[src/hdl/mbrtu_pkg.sv]
// shared types, codes and crc helpers for the modbus rtu float read master
package mbrtu_pkg;

    localparam logic [1:0] CMD_START   = 2'd0;
    localparam logic [1:0] CMD_BYTE    = 2'd1;
    localparam logic [1:0] CMD_TIMEOUT = 2'd2;

    localparam logic [1:0] STATUS_OK       = 2'd0;
    localparam logic [1:0] STATUS_NO_RESP  = 2'd1;
    localparam logic [1:0] STATUS_CRC_FAIL = 2'd2;

    localparam logic KIND_TX     = 1'b0;
    localparam logic KIND_RESULT = 1'b1;

    localparam logic [7:0]  FUNC_READ_INPUT = 8'h04;
    localparam logic [7:0]  COUNT_HIGH      = 8'h00;
    localparam logic [7:0]  COUNT_LOW       = 8'h02;
    localparam logic [15:0] CRC_INIT        = 16'hFFFF;
    localparam logic [7:0]  SLAVE_RESET     = 8'h01;

    // response byte positions
    localparam logic [3:0] RX_VALUE_FIRST = 4'd3;
    localparam logic [3:0] RX_CRC_LOW     = 4'd7;
    localparam logic [3:0] RX_CRC_HIGH    = 4'd8;

    // request byte positions
    localparam logic [2:0] TX_SLAVE    = 3'd0;
    localparam logic [2:0] TX_FUNC     = 3'd1;
    localparam logic [2:0] TX_ADDR_HI  = 3'd2;
    localparam logic [2:0] TX_ADDR_LO  = 3'd3;
    localparam logic [2:0] TX_COUNT_HI = 3'd4;
    localparam logic [2:0] TX_COUNT_LO = 3'd5;
    localparam logic [2:0] TX_CRC_LO   = 3'd6;
    localparam logic [2:0] TX_CRC_HI   = 3'd7;

    localparam int QUEUE_AW    = 2;
    localparam int QUEUE_DEPTH = 1 << QUEUE_AW;

    localparam logic [15:0] NIB_TAB [16] = '{
        16'h0000, 16'hCC01, 16'hD801, 16'h1400, 16'hF001, 16'h3C00, 16'h2800, 16'hE401,
        16'hA001, 16'h6C00, 16'h7800, 16'hB401, 16'h5000, 16'h9C01, 16'h8801, 16'h4400
    };

    typedef struct packed {
        logic        is_result;
        logic [7:0]  slave_addr;
        logic [15:0] read_addr;
        logic [1:0]  status;
        logic [31:0] value;
    } job_t;

    function automatic logic [15:0] crc_byte(input logic [15:0] c, input logic [7:0] b);
        logic [15:0] t;
        t = (c >> 4) ^ NIB_TAB[c[3:0] ^ b[3:0]];
        return (t >> 4) ^ NIB_TAB[t[3:0] ^ b[7:4]];
    endfunction

endpackage

[src/hdl/modbus_rtu_float_read_master.sv]
// top level of the modbus rtu float read master
// Channels: the input channel (in_valid/in_ready) takes one command per request:
// cmd 0 starts a read of two input registers at register_address, cmd 1 hands
// in a byte received from the bus, cmd 2 reports a receive timeout.
// The output channel (out_valid/out_ready) gives either a byte to transmit
// (kind 0, last marks the eighth frame byte) or a transaction result (kind 1,
// status and value_bits). The cfg channel writes the slave address and is always
// ready; the user must write it only while the block is idle, as the block itself
// does not enforce this. An accepted command is written into the job queue, and
// the back end moves it from there into the output register. Commands are
// accepted one per cycle while the four-entry job queue has room; the back end
// sends one frame byte per cycle while the receiver takes them, so a start
// command keeps it busy for eight bytes and builds the request CRC byte by byte.
// When the receiver stalls, the output register holds its item, the back end
// waits, and in_ready drops only once the job queue fills.
// Reset clears the queue, the output register and the response tracking, and
// sets the slave address to 1.
module modbus_rtu_float_read_master (
    input  logic        clk,
    input  logic        rst_n,
    input  logic        in_valid,
    output logic        in_ready,
    input  logic [1:0]  cmd,
    input  logic [15:0] register_address,
    input  logic [7:0]  rx_byte,
    input  logic        cfg_valid,
    output logic        cfg_ready,
    input  logic [7:0]  cfg_data,
    output logic        out_valid,
    input  logic        out_ready,
    output logic        kind,
    output logic [7:0]  tx_byte,
    output logic        last,
    output logic [1:0]  status,
    output logic [31:0] value_bits
);

    logic            q_push;
    logic            q_pop;
    logic            q_full;
    logic            q_empty;
    mbrtu_pkg::job_t q_in;
    mbrtu_pkg::job_t q_head;

    mbrtu_front u_front (
        .clk              (clk),
        .rst_n            (rst_n),
        .in_valid         (in_valid),
        .in_ready         (in_ready),
        .cmd              (cmd),
        .register_address (register_address),
        .rx_byte          (rx_byte),
        .cfg_valid        (cfg_valid),
        .cfg_ready        (cfg_ready),
        .cfg_data         (cfg_data),
        .q_full           (q_full),
        .q_push           (q_push),
        .q_data           (q_in)
    );

    mbrtu_queue u_queue (
        .clk       (clk),
        .rst_n     (rst_n),
        .push      (q_push),
        .push_data (q_in),
        .pop       (q_pop),
        .head      (q_head),
        .full      (q_full),
        .empty     (q_empty)
    );

    mbrtu_back u_back (
        .clk        (clk),
        .rst_n      (rst_n),
        .head       (q_head),
        .q_empty    (q_empty),
        .q_pop      (q_pop),
        .out_valid  (out_valid),
        .out_ready  (out_ready),
        .kind       (kind),
        .tx_byte    (tx_byte),
        .last       (last),
        .status     (status),
        .value_bits (value_bits)
    );

endmodule

[src/hdl/mbrtu_front.sv]
// front end: accepts requests, tracks the response and queues jobs
module mbrtu_front (
    input  logic                clk,
    input  logic                rst_n,
    input  logic                in_valid,
    output logic                in_ready,
    input  logic [1:0]          cmd,
    input  logic [15:0]         register_address,
    input  logic [7:0]          rx_byte,
    input  logic                cfg_valid,
    output logic                cfg_ready,
    input  logic [7:0]          cfg_data,
    input  logic                q_full,
    output logic                q_push,
    output mbrtu_pkg::job_t     q_data
);

    logic        waiting_reg, waiting_next;
    logic [3:0]  rx_count_reg, rx_count_next;
    logic [15:0] crc_reg, crc_next;
    logic [31:0] value_reg, value_next;
    logic [7:0]  crc_low_reg, crc_low_next;
    logic [7:0]  slave_reg;
    logic        accept;

    assign in_ready  = !q_full;
    assign cfg_ready = 1'b1;
    assign accept    = in_valid && in_ready;

    always_comb
    begin
        waiting_next  = waiting_reg;
        rx_count_next = rx_count_reg;
        crc_next      = crc_reg;
        value_next    = value_reg;
        crc_low_next  = crc_low_reg;
        q_push        = 1'b0;
        q_data        = '0;
        if (accept)
        begin
            case (cmd)
                mbrtu_pkg::CMD_START:
                begin
                    q_push           = 1'b1;
                    q_data.slave_addr = slave_reg;
                    q_data.read_addr = register_address;
                    waiting_next     = 1'b1;
                    rx_count_next    = '0;
                    crc_next         = mbrtu_pkg::CRC_INIT;
                    value_next       = '0;
                    crc_low_next     = '0;
                end
                mbrtu_pkg::CMD_BYTE:
                begin
                    if (waiting_reg)
                    begin
                        if (rx_count_reg < mbrtu_pkg::RX_CRC_LOW)
                        begin
                            crc_next = mbrtu_pkg::crc_byte(crc_reg, rx_byte);
                            if (rx_count_reg >= mbrtu_pkg::RX_VALUE_FIRST)
                            begin
                                value_next = {value_reg[23:0], rx_byte};
                            end
                            rx_count_next = rx_count_reg + 4'd1;
                        end
                        else if (rx_count_reg == mbrtu_pkg::RX_CRC_LOW)
                        begin
                            crc_low_next  = rx_byte;
                            rx_count_next = mbrtu_pkg::RX_CRC_HIGH;
                        end
                        else
                        begin
                            q_push           = 1'b1;
                            q_data.is_result = 1'b1;
                            if ({rx_byte, crc_low_reg} == crc_reg)
                            begin
                                q_data.status = mbrtu_pkg::STATUS_OK;
                                q_data.value  = value_reg;
                            end
                            else
                            begin
                                q_data.status = mbrtu_pkg::STATUS_CRC_FAIL;
                            end
                            waiting_next  = 1'b0;
                            rx_count_next = '0;
                        end
                    end
                end
                mbrtu_pkg::CMD_TIMEOUT:
                begin
                    if (waiting_reg)
                    begin
                        q_push           = 1'b1;
                        q_data.is_result = 1'b1;
                        q_data.status    = mbrtu_pkg::STATUS_NO_RESP;
                        waiting_next     = 1'b0;
                        rx_count_next    = '0;
                    end
                end
                default:
                begin
                end
            endcase
        end
    end

    always_ff @(posedge clk or negedge rst_n)
    begin
        if (!rst_n)
        begin
            waiting_reg  <= 1'b0;
            rx_count_reg <= '0;
            crc_reg      <= mbrtu_pkg::CRC_INIT;
            value_reg    <= '0;
            crc_low_reg  <= '0;
            slave_reg    <= mbrtu_pkg::SLAVE_RESET;
        end
        else
        begin
            waiting_reg  <= waiting_next;
            rx_count_reg <= rx_count_next;
            crc_reg      <= crc_next;
            value_reg    <= value_next;
            crc_low_reg  <= crc_low_next;
            if (cfg_valid && cfg_ready)
            begin
                slave_reg <= cfg_data;
            end
        end
    end

endmodule

[src/hdl/mbrtu_queue.sv]
// small job queue between the front and back ends
module mbrtu_queue (
    input  logic                clk,
    input  logic                rst_n,
    input  logic                push,
    input  mbrtu_pkg::job_t     push_data,
    input  logic                pop,
    output mbrtu_pkg::job_t     head,
    output logic                full,
    output logic                empty
);

    localparam int AW = mbrtu_pkg::QUEUE_AW;
    localparam int CW = mbrtu_pkg::QUEUE_AW + 1;

    mbrtu_pkg::job_t entry_reg [mbrtu_pkg::QUEUE_DEPTH];
    logic [AW-1:0]   wr_ptr_reg;
    logic [AW-1:0]   rd_ptr_reg;
    logic [CW-1:0]   count_reg;

    assign full  = (count_reg == CW'(mbrtu_pkg::QUEUE_DEPTH));
    assign empty = (count_reg == '0);
    assign head  = entry_reg[rd_ptr_reg];

    always_ff @(posedge clk)
    begin
        if (push)
        begin
            entry_reg[wr_ptr_reg] <= push_data;
        end
    end

    always_ff @(posedge clk or negedge rst_n)
    begin
        if (!rst_n)
        begin
            wr_ptr_reg <= '0;
            rd_ptr_reg <= '0;
            count_reg  <= '0;
        end
        else
        begin
            if (push)
            begin
                wr_ptr_reg <= wr_ptr_reg + AW'(1);
            end
            if (pop)
            begin
                rd_ptr_reg <= rd_ptr_reg + AW'(1);
            end
            if (push && !pop)
            begin
                count_reg <= count_reg + CW'(1);
            end
            else if (pop && !push)
            begin
                count_reg <= count_reg - CW'(1);
            end
        end
    end

endmodule

[src/hdl/mbrtu_back.sv]
// back end: serializes request frames and delivers results
module mbrtu_back (
    input  logic                clk,
    input  logic                rst_n,
    input  mbrtu_pkg::job_t     head,
    input  logic                q_empty,
    output logic                q_pop,
    output logic                out_valid,
    input  logic                out_ready,
    output logic                kind,
    output logic [7:0]          tx_byte,
    output logic                last,
    output logic [1:0]          status,
    output logic [31:0]         value_bits
);

    logic        busy_reg, busy_next;
    logic [2:0]  idx_reg, idx_next;
    logic [15:0] crc_reg, crc_next;
    logic [7:0]  sa_reg;
    logic [15:0] ra_reg;

    logic        out_valid_reg, out_valid_next;
    logic        kind_reg, kind_next;
    logic [7:0]  tx_byte_reg, tx_byte_next;
    logic        last_reg, last_next;
    logic [1:0]  status_reg, status_next;
    logic [31:0] value_reg, value_next;

    logic        load;
    logic        emit;
    logic [7:0]  cur_sa;
    logic [15:0] cur_ra;
    logic [2:0]  cur_idx;
    logic [15:0] cur_crc;
    logic [7:0]  cur_byte;

    assign load    = !out_valid_reg || out_ready;
    assign q_pop   = load && !busy_reg && !q_empty;
    assign emit    = load && (busy_reg || (!q_empty && !head.is_result));
    assign cur_sa  = busy_reg ? sa_reg  : head.slave_addr;
    assign cur_ra  = busy_reg ? ra_reg  : head.read_addr;
    assign cur_idx = busy_reg ? idx_reg : mbrtu_pkg::TX_SLAVE;
    assign cur_crc = busy_reg ? crc_reg : mbrtu_pkg::CRC_INIT;

    always_comb
    begin
        unique case (cur_idx)
            mbrtu_pkg::TX_SLAVE:    cur_byte = cur_sa;
            mbrtu_pkg::TX_FUNC:     cur_byte = mbrtu_pkg::FUNC_READ_INPUT;
            mbrtu_pkg::TX_ADDR_HI:  cur_byte = cur_ra[15:8];
            mbrtu_pkg::TX_ADDR_LO:  cur_byte = cur_ra[7:0];
            mbrtu_pkg::TX_COUNT_HI: cur_byte = mbrtu_pkg::COUNT_HIGH;
            mbrtu_pkg::TX_COUNT_LO: cur_byte = mbrtu_pkg::COUNT_LOW;
            mbrtu_pkg::TX_CRC_LO:   cur_byte = cur_crc[7:0];
            mbrtu_pkg::TX_CRC_HI:   cur_byte = cur_crc[15:8];
            default:                cur_byte = '0;
        endcase
    end

    always_comb
    begin
        busy_next      = busy_reg;
        idx_next       = idx_reg;
        crc_next       = crc_reg;
        out_valid_next = out_valid_reg;
        kind_next      = kind_reg;
        tx_byte_next   = tx_byte_reg;
        last_next      = last_reg;
        status_next    = status_reg;
        value_next     = value_reg;
        if (load)
        begin
            out_valid_next = 1'b0;
            if (emit)
            begin
                out_valid_next = 1'b1;
                kind_next      = mbrtu_pkg::KIND_TX;
                tx_byte_next   = cur_byte;
                last_next      = (cur_idx == mbrtu_pkg::TX_CRC_HI);
                status_next    = mbrtu_pkg::STATUS_OK;
                value_next     = '0;
                if (cur_idx < mbrtu_pkg::TX_CRC_LO)
                begin
                    crc_next = mbrtu_pkg::crc_byte(cur_crc, cur_byte);
                end
                idx_next  = cur_idx + 3'd1;
                busy_next = (cur_idx != mbrtu_pkg::TX_CRC_HI);
            end
            else if (q_pop)
            begin
                out_valid_next = 1'b1;
                kind_next      = mbrtu_pkg::KIND_RESULT;
                tx_byte_next   = '0;
                last_next      = 1'b0;
                status_next    = head.status;
                value_next     = head.value;
            end
        end
    end

    always_ff @(posedge clk)
    begin
        if (q_pop)
        begin
            sa_reg <= head.slave_addr;
            ra_reg <= head.read_addr;
        end
        kind_reg    <= kind_next;
        tx_byte_reg <= tx_byte_next;
        last_reg    <= last_next;
        status_reg  <= status_next;
        value_reg   <= value_next;
        crc_reg     <= crc_next;
    end

    always_ff @(posedge clk or negedge rst_n)
    begin
        if (!rst_n)
        begin
            busy_reg      <= 1'b0;
            idx_reg       <= '0;
            out_valid_reg <= 1'b0;
        end
        else
        begin
            busy_reg      <= busy_next;
            idx_reg       <= idx_next;
            out_valid_reg <= out_valid_next;
        end
    end

    assign out_valid  = out_valid_reg;
    assign kind       = kind_reg;
    assign tx_byte    = tx_byte_reg;
    assign last       = last_reg;
    assign status     = status_reg;
    assign value_bits = value_reg;

`ifndef SYNTHESIS
    a_last_is_tx: assert property (@(posedge clk) disable iff (!rst_n)
        out_valid_reg && last_reg |-> kind_reg == mbrtu_pkg::KIND_TX)
        else $error("last flag on a result");

    a_frame_end: assert property (@(posedge clk) disable iff (!rst_n)
        busy_reg && emit && idx_reg == mbrtu_pkg::TX_CRC_HI |=> !busy_reg && last_reg)
        else $error("frame did not close on its final byte");

    a_no_pop_busy: assert property (@(posedge clk) disable iff (!rst_n)
        q_pop |-> !busy_reg && !q_empty)
        else $error("queue popped while sending or empty");

    a_result_clean: assert property (@(posedge clk) disable iff (!rst_n)
        out_valid_reg && kind_reg == mbrtu_pkg::KIND_RESULT |-> tx_byte_reg == '0)
        else $error("result carries a transmit byte");
`endif

endmodule
[config.mk]
export PLATFORM = sky130hd
export DESIGN_NAME = modbus_rtu_float_read_master
export DESIGN_NICKNAME = d
export VERILOG_FILES = /design/src/hdl/mbrtu_pkg.sv /design/src/hdl/modbus_rtu_float_read_master.sv /design/src/hdl/mbrtu_front.sv /design/src/hdl/mbrtu_queue.sv /design/src/hdl/mbrtu_back.sv
export SDC_FILE = /design/constraint.sdc
export NUM_CORES = 1
export LEC_CHECK = 0
export BUFFER_PORTS_ARGS = -buffer_cell sky130_fd_sc_hd__buf_2
export CAP_MARGIN = 20
export CORE_MARGIN = 2
export CORE_UTILIZATION = 45
export CTS_BUF_LIST = sky130_fd_sc_hd__clkbuf_8
export CTS_CLUSTER_SIZE = 20
export DETAILED_ROUTE_END_ITERATION = 16
export SLEW_MARGIN = 30
export SYNTH_ARGS = -nofsm -noshare
export SYNTH_HDL_FRONTEND = slang
export SYNTH_HIERARCHICAL = 1
export SYNTH_SLANG_ARGS = --single-unit
export TNS_END_PERCENT = 1
[constraint.sdc]
create_clock -name clk -period 11 [get_ports clk]
set_clock_uncertainty 0.2 [all_clocks]
set_input_delay 1.1 -clock clk [delete_from_list [all_inputs] [get_ports clk]]
set_output_delay 1.1 -clock clk [all_outputs]
set_load 0.005 [all_outputs]
==> results of run 1 <==
## placed cells by master (no fill, tap or decap), types with 27 or more instances in the layout
cell      instances
edfxtp_1        320
and2_1           91
buf_2            83
clkbuf_8         74
dfrtp_1          61
mux4_2           58
nand2_1          50
xnor2_1          45
inv_1            41
nor2_1           31
o21ai_0          27
a22o_1           27
## worst max-delay path, cell delays in order, from the launching register on
cell       delay (ns)
dfrtp_2          0.78
buf_4            0.42
nand2_1          0.15
ha_1             0.43
a2111oi_4        0.74
mux2_2           0.48
xor2_4           0.21
xnor2_2          0.24
xor3_1           0.44
## Yosys cell counts (3+ instances only)
library cell | count | area [um^2]
edfxtp_1 | 320 | 9610
and2_1 | 95 | 594
dfrtp_1 | 64 | 1600
mux4_2 | 58 | 1310
nand2_1 | 50 | 188
xnor2_1 | 45 | 394
nor2_1 | 32 | 120
o21ai_0 | 28 | 140
a22o_1 | 27 | 236
a21oi_1 | 26 | 130
clkbuf_1 | 26 | 97.6
inv_1 | 18 | 67.6
dfstp_2 | 17 | 447
mux2_2 | 16 | 180
ha_1 | 15 | 188
xor2_1 | 14 | 123
buf_2 | 12 | 60.1
mux2i_1 | 11 | 110
nand2b_1 | 11 | 68.8
nor2b_1 | 7 | 43.8
buf_12 | 6 | 120
nand3_1 | 6 | 30.0
nand4_1 | 5 | 31.3
o22a_1 | 5 | 43.8
xnor2_2 | 5 | 81.3
a211oi_1 | 4 | 30.0
a221oi_1 | 4 | 35.0
and3_1 | 4 | 25.0
nor3_1 | 4 | 20.0
o21ai_1 | 4 | 20.0
a221o_1 | 3 | 30.0
xor2_2 | 3 | 48.8
## metrics by stage
stage               hold WS, ns  cell area (um^2)
floorplan                 0.256             16800
global placement          0.277             17700
detailed placement        0.275             17700
CTS                       0.208             19000
global route              0.239             19000
finish                    0.243             19000
## logic make-up (layout without fill, tap and decap cells)
group	after synthesis	count (layout)	synth area share, %
buffers and inverters	68	241	2.32
XOR/XNOR	73	73	4.70
flip-flops	401	401	69.3
other	1	1	0.0223
multiplexers	88	88	9.77
AND/OR/NAND/NOR	227	227	7.51
AO/OA/AOI/OAI	123	123	5.19
adder cells (fa/ha/maj)	16	16	1.23
## metal layers
layer / global-route usage (%) / part of all wire (%)
met1: 25.6 / 48
met5: 0 / 0
met2: 26.7 / 45
met4: 5.88 / 1.6
met3: 3.45 / 4.9
## worst max-delay path by stage
stage / start / end / slack (ns) / depth (start not counted)
after floorplan: out_ready / u_back/crc_reg[0]$_DFFE_PP_ / 5.14 / 5
after global placement: u_back/busy_reg$_DFFE_PN0P_ / u_back/crc_reg[15]$_DFFE_PP_ / 6.43 / 8
after detailed placement: u_queue/rd_ptr_reg[0]$_DFFE_PN0P_ / u_back/crc_reg[15]$_DFFE_PP_ / 6.62 / 9
after CTS: u_queue/rd_ptr_reg[0]$_DFFE_PN0P_ / u_back/crc_reg[15]$_DFFE_PP_ / 6.62 / 9
after global routing: u_back/busy_reg$_DFFE_PN0P_ / u_back/crc_reg[15]$_DFFE_PP_ / 6.35 / 9
final: u_back/busy_reg$_DFFE_PN0P_ / u_back/crc_reg[15]$_DFFE_PP_ / 6.64 / 8
## power breakdown
| group | leakage (uW) | switching (uW) | internal (uW) |
|---|---|---|---|
| logic | 0.00222 | 846 | 948 |
| registers | 0.00399 | 212 | 2040 |
| clock network | 0.000733 | 584 | 648 |
## final cells by class
cell class	instances	area (um^2)	area share (%)
clock buffers	74	1020	5.37
clock inverters	52	256	1.35
inverters	18	67.6	0.356
multi-input cells	528	4860	25.6
flip-flops and latches	401	11700	61.5
well taps	468	586	3.09
repair buffers	97	520	2.74
==> flow_summary_export.csv, run 1 <==
group,metric,value,unit
min_path,hold_path.class,"in -> async",
logic_synthesis,syn_inst,997,
logic_synthesis,synth-seq-area-share,69.3,%
place,place_congestion,0.849,
detailed_routing,via_per_inst,5.23,
critical_path,crit_path_end_kind,"register",
clocking,holdBufCountCts,0,
logic_synthesis,async_flop_share,20.2,%
sta,fmax,229,MHz
critical_path,crit_arrival,4.49,ns
logic_synthesis,synth_top_flop_cell,"edfxtp_1",
clocking,cts.sink_count,401,
logic_synthesis,yosys.cell_types.count,72,
critical_path,reg2reg_slack,6.64,ns
power,finalPower,5280,uW
clocking,cts_buffers,69,
global_route,grt_pass1_wl,51.7,mm
clocking,cts_buffer_depth,3,
logic_synthesis,synth_area_per_cell,16.9,um^2
global_route,grt_overflow,0,
global_route,antenna_found_initial,0,
sta,slew_viol_final,0,
place,placedCellCount,1512,
sta,fin_ws,6.64,ns
sta,worst_slew_pin_slew,0.945,ns
global_route,grt_usage,17.6,%
die,rows,70,
detailed_routing,wl,32.9,mm
critical_path,r2r_cells,8,
clocking,cts_root_buffer,"clkbuf_8",
detailed_routing,wire_per_inst,20.1,um
sta,hold_viol_final,0,
place,pre_cts_ws,6.62,ns
sta,fin_crit,4.36,ns
clocking,h-tree-depth,3,
place,io_buffers,84,
logic_synthesis,synth_edf_count,320,
die,pin_count,86,
die,die_y,197,um
die,die_w,197,um
sta,timing.slew.headroom,37.0,%
final_layout,syn2layout_area_growth,12.7,%
sta,setup_violations,0,
sta,fin_crit_sh,39.6,%
critical_path,cp.required,11.13,ns
die,dieArea,39000,um^2
global_route,grt_max_degree,60,
clocking,path_clk_slew,0.06,ns
final_layout,num_antenna_cells,0,
critical_path,reg2reg_from,"u_back/busy_reg$_DFFE_PN0P_",
final_layout,instances_no_fill,1638,
final_layout,fill_cells,3024,
logic_synthesis,synth.cell_area,16800,um^2
place,dp_hpwl,20.0,mm
critical_path,critPathKind,"reg -> reg",
clocking,cts_resized,0,
sta,rsz0062_at_grt,"no",
run,maxCapViolCount,0,
final_layout,nets,1170,
logic_synthesis,synth_seq_cells,401,
detailed_routing,remaining_drc_errors,0,
final_layout,drive_above_1_share,26.8,%
sta,setup_tns,0,ns
power,leakage,0.00694,uW
die,core,36700,um^2
clocking,cts_tree,"yes",
global_route,grt_pass1_vias,8963,
detailed_routing,drt_iter0_markers,683,
detailed_routing,ant_nets,0,
detailed_routing,dr.pass1.iters,5,
critical_path,critPathMaxFanout,34,
die,start_util,45.9,%
detailed_routing,num_vias,8560,
clocking,postCtsSetupRepairBufs,0,
final_layout,utilization,51.7,%
critical_path,startpoint_type,"register",
status,status,"complete, no violations",
power,power_density,278,nW/um^2
critical_path,r2r_end,"u_back/crc_reg[15]$_DFFE_PP_",
logic_synthesis,syn_nets,1052,
clocking,clk-insertion-delay-late,0.59,ns
logic_synthesis,ys_warn_count,6,
power,ir_drop,0.174,mV
final_layout,largest_register_ffs,236,
(Power assumes the default switching activity.)
==> run 2, diff against run 1 <==
Clock period 11 ns to 4.28 ns, I/O delays scaled along.
==> flow_summary_export.csv, run 2 (synthesis gave the netlist of run 1 again) <==
group,metric,value,unit
status,status,"complete, no violations",
clocking,holdBufCountCts,27,
place,placedInstanceArea,17900,um^2
critical_path,startpoint_type,"register",
sta,whs,0.0476,ns
place,dp_hpwl,20.9,mm
sta,fin_crit_sh,86.5,%
critical_path,cp.required,4.41,ns
power,leakage,0.00715,uW
clocking,h-tree-depth,3,
detailed_routing,drt_iter0_markers,618,
die,pin_count,86,
critical_path,cp_cell_sequence,"nand2_1 -> ha_1 -> a2111oi_2 -> buf_4 -> mux2_2 -> xor2_4 -> xnor2_2 -> xor3_1",
power,p_int,9550,uW
final_layout,instances_no_fill,1684,
clocking,cts.sink_count,401,
sta,hold_viol_final,0,
sta,fmax,270,MHz
final_layout,syn2layout_area_growth,15.5,%
detailed_routing,via_per_inst,5.30,
clocking,cts_resized,0,
min_path,hold_path.class,"in -> reg",
detailed_routing,ant_nets,0,
sta,worst_slew_pin_slew,0.822,ns
clocking,cts_buffer_depth,3,
detailed_routing,wl,33.9,mm
power,power_density,711,nW/um^2
global_route,grt_usage,18.1,%
final_layout,layout_common_cells,"edfxtp_1, and2_1, buf_2, clkbuf_8, dfrtp_1",
clocking,clk-insertion-delay-late,0.61,ns
global_route,grt_busiest_layer,"met2",
final_layout,num_antenna_cells,0,
critical_path,crit_arrival,3.83,ns
final_layout,nets,1217,
global_route,grt_pass1_vias,9205,
critical_path,crit_path_end_kind,"register",
detailed_routing,dr.pass1.iters,5,
die,start_util,45.9,%
global_route,grtUsageMet2,27.3,%
detailed_routing,num_vias,8926,
power,finalPower,13800,uW
final_layout,layout.cells.most_common,"edfxtp_1",
sta,timing.slew.headroom,45.2,%
detailed_routing,wire_per_inst,20.1,um
clocking,postCtsSetupRepairBufs,0,
die,core,36700,um^2
final_layout,largest_register_ffs,236,
global_route,grt_pass1_wl,52.9,mm
power,sequentialPowerShare,41.1,%
die,die_y,197,um
place,placedCellCount,1531,
critical_path,critPathMaxFanout,14,
critical_path,critPathKind,"reg -> reg",
run,maxCapViolCount,0,
power,p_sw_share,31.0,%
die,die_w,197,um
place,io_buffers,84,
final_layout,finish.instance_area,19400,um^2
clocking,cts_root_buffer,"clkbuf_8",
critical_path,cpPeakStageDelay,0.76,ns
die,dieArea,39000,um^2
clocking,cts_tree,"yes",
sta,fin_crit,3.70,ns
sta,setup_tns,0,ns
global_route,grt_max_degree,60,
clocking,path_clk_slew,0.06,ns
global_route,antenna_found_initial,0,
power,clockPowerShare,23.9,%
sta,rsz0062_at_grt,"no",
clocking,cts_buffers,70,
power,power_switching,4280,uW
global_route,grt_use_met3,3.81,%
sta,slew_viol_final,0,
critical_path,slowest_stage,"dfrtp_1",
detailed_routing,remaining_drc_errors,0,
final_layout,drive_above_1_share,27.2,%
power,p_comb_share,35.0,%
global_route,grt_overflow,0,
global_route,use_met1,26.1,%
die,rows,70,
place,place_congestion,0.840,
sta,setup_violations,0,
power,ir_drop,0.756,mV
==> run 2: cell count changes in the layout (fill, tap and decap cells not counted), sizes merged <==
cell and change:
buf +19, bufinv +2, clkinv +5, clkinvlp -1, dlygate4sd3 +27, inv -6
==> run 2: cell type report <==
class,instances,area (um^2)
sequential,401,11700
fill,2968,17300
timing repair buffer,143,971
clock buffer,74,1020
inverter,18,67.6
multi-input combinational,528,4840
clock inverter,52,300
tap,468,586
==> run 2: per-stage QoR <==
| step | worst slack, ns | utilization [%] |
|---|---|---|
| final | 0.579 | 53.0 |
| after global routing | 0.389 | 53.0 |
| after global placement | 0.640 | 48.6 |
| after detailed placement | 0.610 | 48.6 |
| after floorplan | -0.121 | - |
| after CTS | 0.582 | 53.0 |
==> run 2: metal layers <==
| layer | vias up | wire, um |
|---|---|---|
| met2 | 240 | 15400 |
| met3 | 49 | 2160 |
| met1 | 4512 | 15700 |
| met5 | - | 0 |
| met4 | 0 | 660 |
| li1 | 4125 | - |
==> run 2: worst max-delay path: cells and delay by family (launching register included) <==
kind            cells  cell delay [ns]
xor+xnor            3             0.89
flops               1             0.76
mux                 1             0.43
fa+ha+maj           1             0.37
compound gates      1             0.32
buf+inv             1             0.25
simple gates        1             0.21
==> run 2: final timing paths <==
path	start	slack, ns	depth (start not counted)	endpoint
max	u_back/idx_reg[2]$_DFFE_PN0P_	0.58	8	u_back/crc_reg[15]$_DFFE_PP_
min	cfg_valid	0.05	2	u_front/slave_reg[7]$_DFFE_PN0P_
max reg2reg	u_back/idx_reg[2]$_DFFE_PN0P_	0.58	8	u_back/crc_reg[15]$_DFFE_PP_
min reg2reg	u_front/value_reg[26]$_DFFE_PN0P_	0.29	1	u_front/value_reg[26]$_DFFE_PN0P_
max in group asynchronous	rst_n	2.73	3	u_front/crc_low_reg[4]$_DFFE_PN0P_
min in group asynchronous	rst_n	0.28	2	u_front/rx_count_reg[0]$_DFFE_PN0P_
==> run 2: power groups by stage <==
stage	logic [uW]	registers (uW)	clock network [uW]
4_1_cts	4920	5690	3410
3_3_place_gp	4820	5750	0
3_5_place_dp	4890	5760	0
2_1_floorplan	3930	5590	0
6_report	4840	5690	3300
5_1_grt	5270	5770	3570
==> run 3, diff against run 2 <==
Settings changed: BUFFER_PORTS_ARGS -buffer_cell sky130_fd_sc_hd__buf_2 to -buffer_cell sky130_fd_sc_hd__clkbuf_2.
==> flow_summary_export.csv, run 3 (synthesis gave the netlist of run 1 again) <==
group,metric,value,unit
sta,timing.slew.headroom,31.7,%
final_layout,multi_input_area,4830,um^2
global_route,grt_overflow,0,
die,start_util,45.9,%
power,power_density,707,nW/um^2
final_layout,layout_common_cells,"edfxtp_1, and2_1, clkbuf_2, clkbuf_8, dfrtp_1",
power,power_switching,4250,uW
critical_path,cp.required,4.42,ns
die,dieArea,39000,um^2
final_layout,drive_above_1_share,27.6,%
die,core,36700,um^2
global_route,grt_pass1_wl,52.3,mm
global_route,grt_max_degree,60,
clocking,cts_tree,"yes",
critical_path,crit_arrival,3.85,ns
detailed_routing,via_per_inst,5.26,
die,pin_count,86,
place,pre_cts_ws,0.594,ns
global_route,grt_pass1_vias,9239,
detailed_routing,wl,33.1,mm
power,clockPowerShare,23.4,%
final_layout,finish.instance_area,19400,um^2
sta,worst_slew_pin_slew,1.02,ns
final_layout,layout.cells.most_common,"edfxtp_1",
sta,hold_viol_final,0,
critical_path,startpoint_type,"register",
critical_path,crit_path_end_kind,"register",
global_route,antenna_found_initial,0,
die,die_y,197,um
sta,setup_tns,0,ns
power,p_sw_share,31.1,%
clocking,cts.sink_count,401,
clocking,cts_resized,0,
sta,whs,0.0402,ns
clocking,path_clk_slew,0.06,ns
place,placedInstanceArea,17800,um^2
final_layout,syn2layout_area_growth,15.0,%
final_layout,fill_cells,2966,
power,sequentialPowerShare,41.5,%
detailed_routing,ant_nets,0,
detailed_routing,wire_per_inst,19.8,um
global_route,grt_usage,17.7,%
sta,fin_ws,0.569,ns
die,rows,70,
final_layout,num_antenna_cells,0,
detailed_routing,num_vias,8808,
clocking,h-tree-depth,3,
sta,fmax,269,MHz
detailed_routing,remaining_drc_errors,0,
place,dp_hpwl,20.7,mm
place,place_congestion,0.843,
final_layout,nets,1207,
power,p_comb_share,35.1,%
clocking,clk-insertion-delay-late,0.60,ns
power,leakage,0.00712,uW
sta,fin_crit_sh,86.7,%
detailed_routing,drt_iter0_markers,613,
clocking,cts_buffers,66,
detailed_routing,dr.pass1.iters,5,
clocking,cts_buffer_depth,3,
sta,rsz0062_at_grt,"no",
power,ir_drop,0.494,mV
place,io_buffers,84,
run,maxCapViolCount,0,
min_path,hold_path.class,"in -> reg",
clocking,cts_root_buffer,"clkbuf_8",
status,status,"complete, no violations",
die,die_w,197,um
sta,fin_crit,3.71,ns
sta,setup_violations,0,
final_layout,largest_register_ffs,236,
final_layout,seq_area,11700,um^2
sta,slew_viol_final,0,
power,p_int,9430,uW
critical_path,critPathMaxFanout,14,
critical_path,critPathKind,"reg -> reg",
## run 3: repair_timing
item                                   CTS  global route
setup buffers                            0             0
endpoints found under the hold margin   89             0
setup endpoints to repair                0             0
hold buffers                            23             0
## run 3: power groups by stage
stage | Sequential (uW) | Clock, uW | Combinational, uW
after floorplan | 5590 | 0 | 3930
after global placement | 5750 | 0 | 4800
after detailed placement | 5760 | 0 | 4870
after CTS | 5690 | 3300 | 4890
after global routing | 5760 | 3480 | 5280
final | 5680 | 3200 | 4810
## run 3: critical path, stage by stage (launching register included)
cell and delay (ns):
dfrtp_2 0.50, nand2_1 0.16, inv_1 0.08, ha_1 0.27, ha_1 0.36, a2111oi_2 0.32
buf_4 0.25, mux2_2 0.43, xor2_4 0.21, xnor2_2 0.23, xor3_1 0.44
## run 3: worst paths after layout
| check | from | endpoint | slack (ns) | depth (start not counted) |
|---|---|---|---|---|
| setup / recovery | u_back/busy_reg$_DFFE_PN0P_ | u_back/crc_reg[15]$_DFFE_PP_ | 0.57 | 10 |
| hold / removal | register_address[6] | u_queue/entry_reg[3][40]$_DFFE_PP_ | 0.04 | 2 |
| setup reg to reg | u_back/busy_reg$_DFFE_PN0P_ | u_back/crc_reg[15]$_DFFE_PP_ | 0.57 | 10 |
| hold reg to reg | u_queue/count_reg[2]$_DFFE_PN0P_ | u_queue/count_reg[2]$_DFFE_PN0P_ | 0.28 | 1 |
| max in group asynchronous | rst_n | u_front/value_reg[15]$_DFFE_PN0P_ | 2.73 | 3 |
| min in group asynchronous | rst_n | u_front/crc_low_reg[3]$_DFFE_PN0P_ | 0.28 | 2 |
## run 3: final cells by class
cell class / count / area share (%)
Clock inverter: 46 / 1.24
Tap cell: 468 / 3.03
Timing Repair Buffer: 137 / 4.80
Multi-Input combinational cell: 528 / 25.0
Inverter: 18 / 0.349
Sequential cell: 401 / 60.3
Clock buffer: 75 / 5.33
## run 3: layer usage
metal / track usage, % / vias to the layer above / part of all wire [%]
met2: 26.8 / 196 / 46
met3: 3.76 / 36 / 4.8
li1: - / 4102 / -
met4: 5.63 / 0 / 1.4
met5: 0 / - / 0
met1: 26.0 / 4474 / 48
## run 3: per-stage QoR
| step | utilization [%] | std cells | total power (uW) |
|---|---|---|---|
| floorplan | - | 997 | 9510 |
| global placement | 48.6 | 1529 | 10500 |
| detailed placement | 48.6 | 1529 | 10600 |
| CTS | 52.7 | 1673 | 13900 |
| global route | 52.7 | 1673 | 14500 |
| finish | 52.7 | 1673 | 13700 |
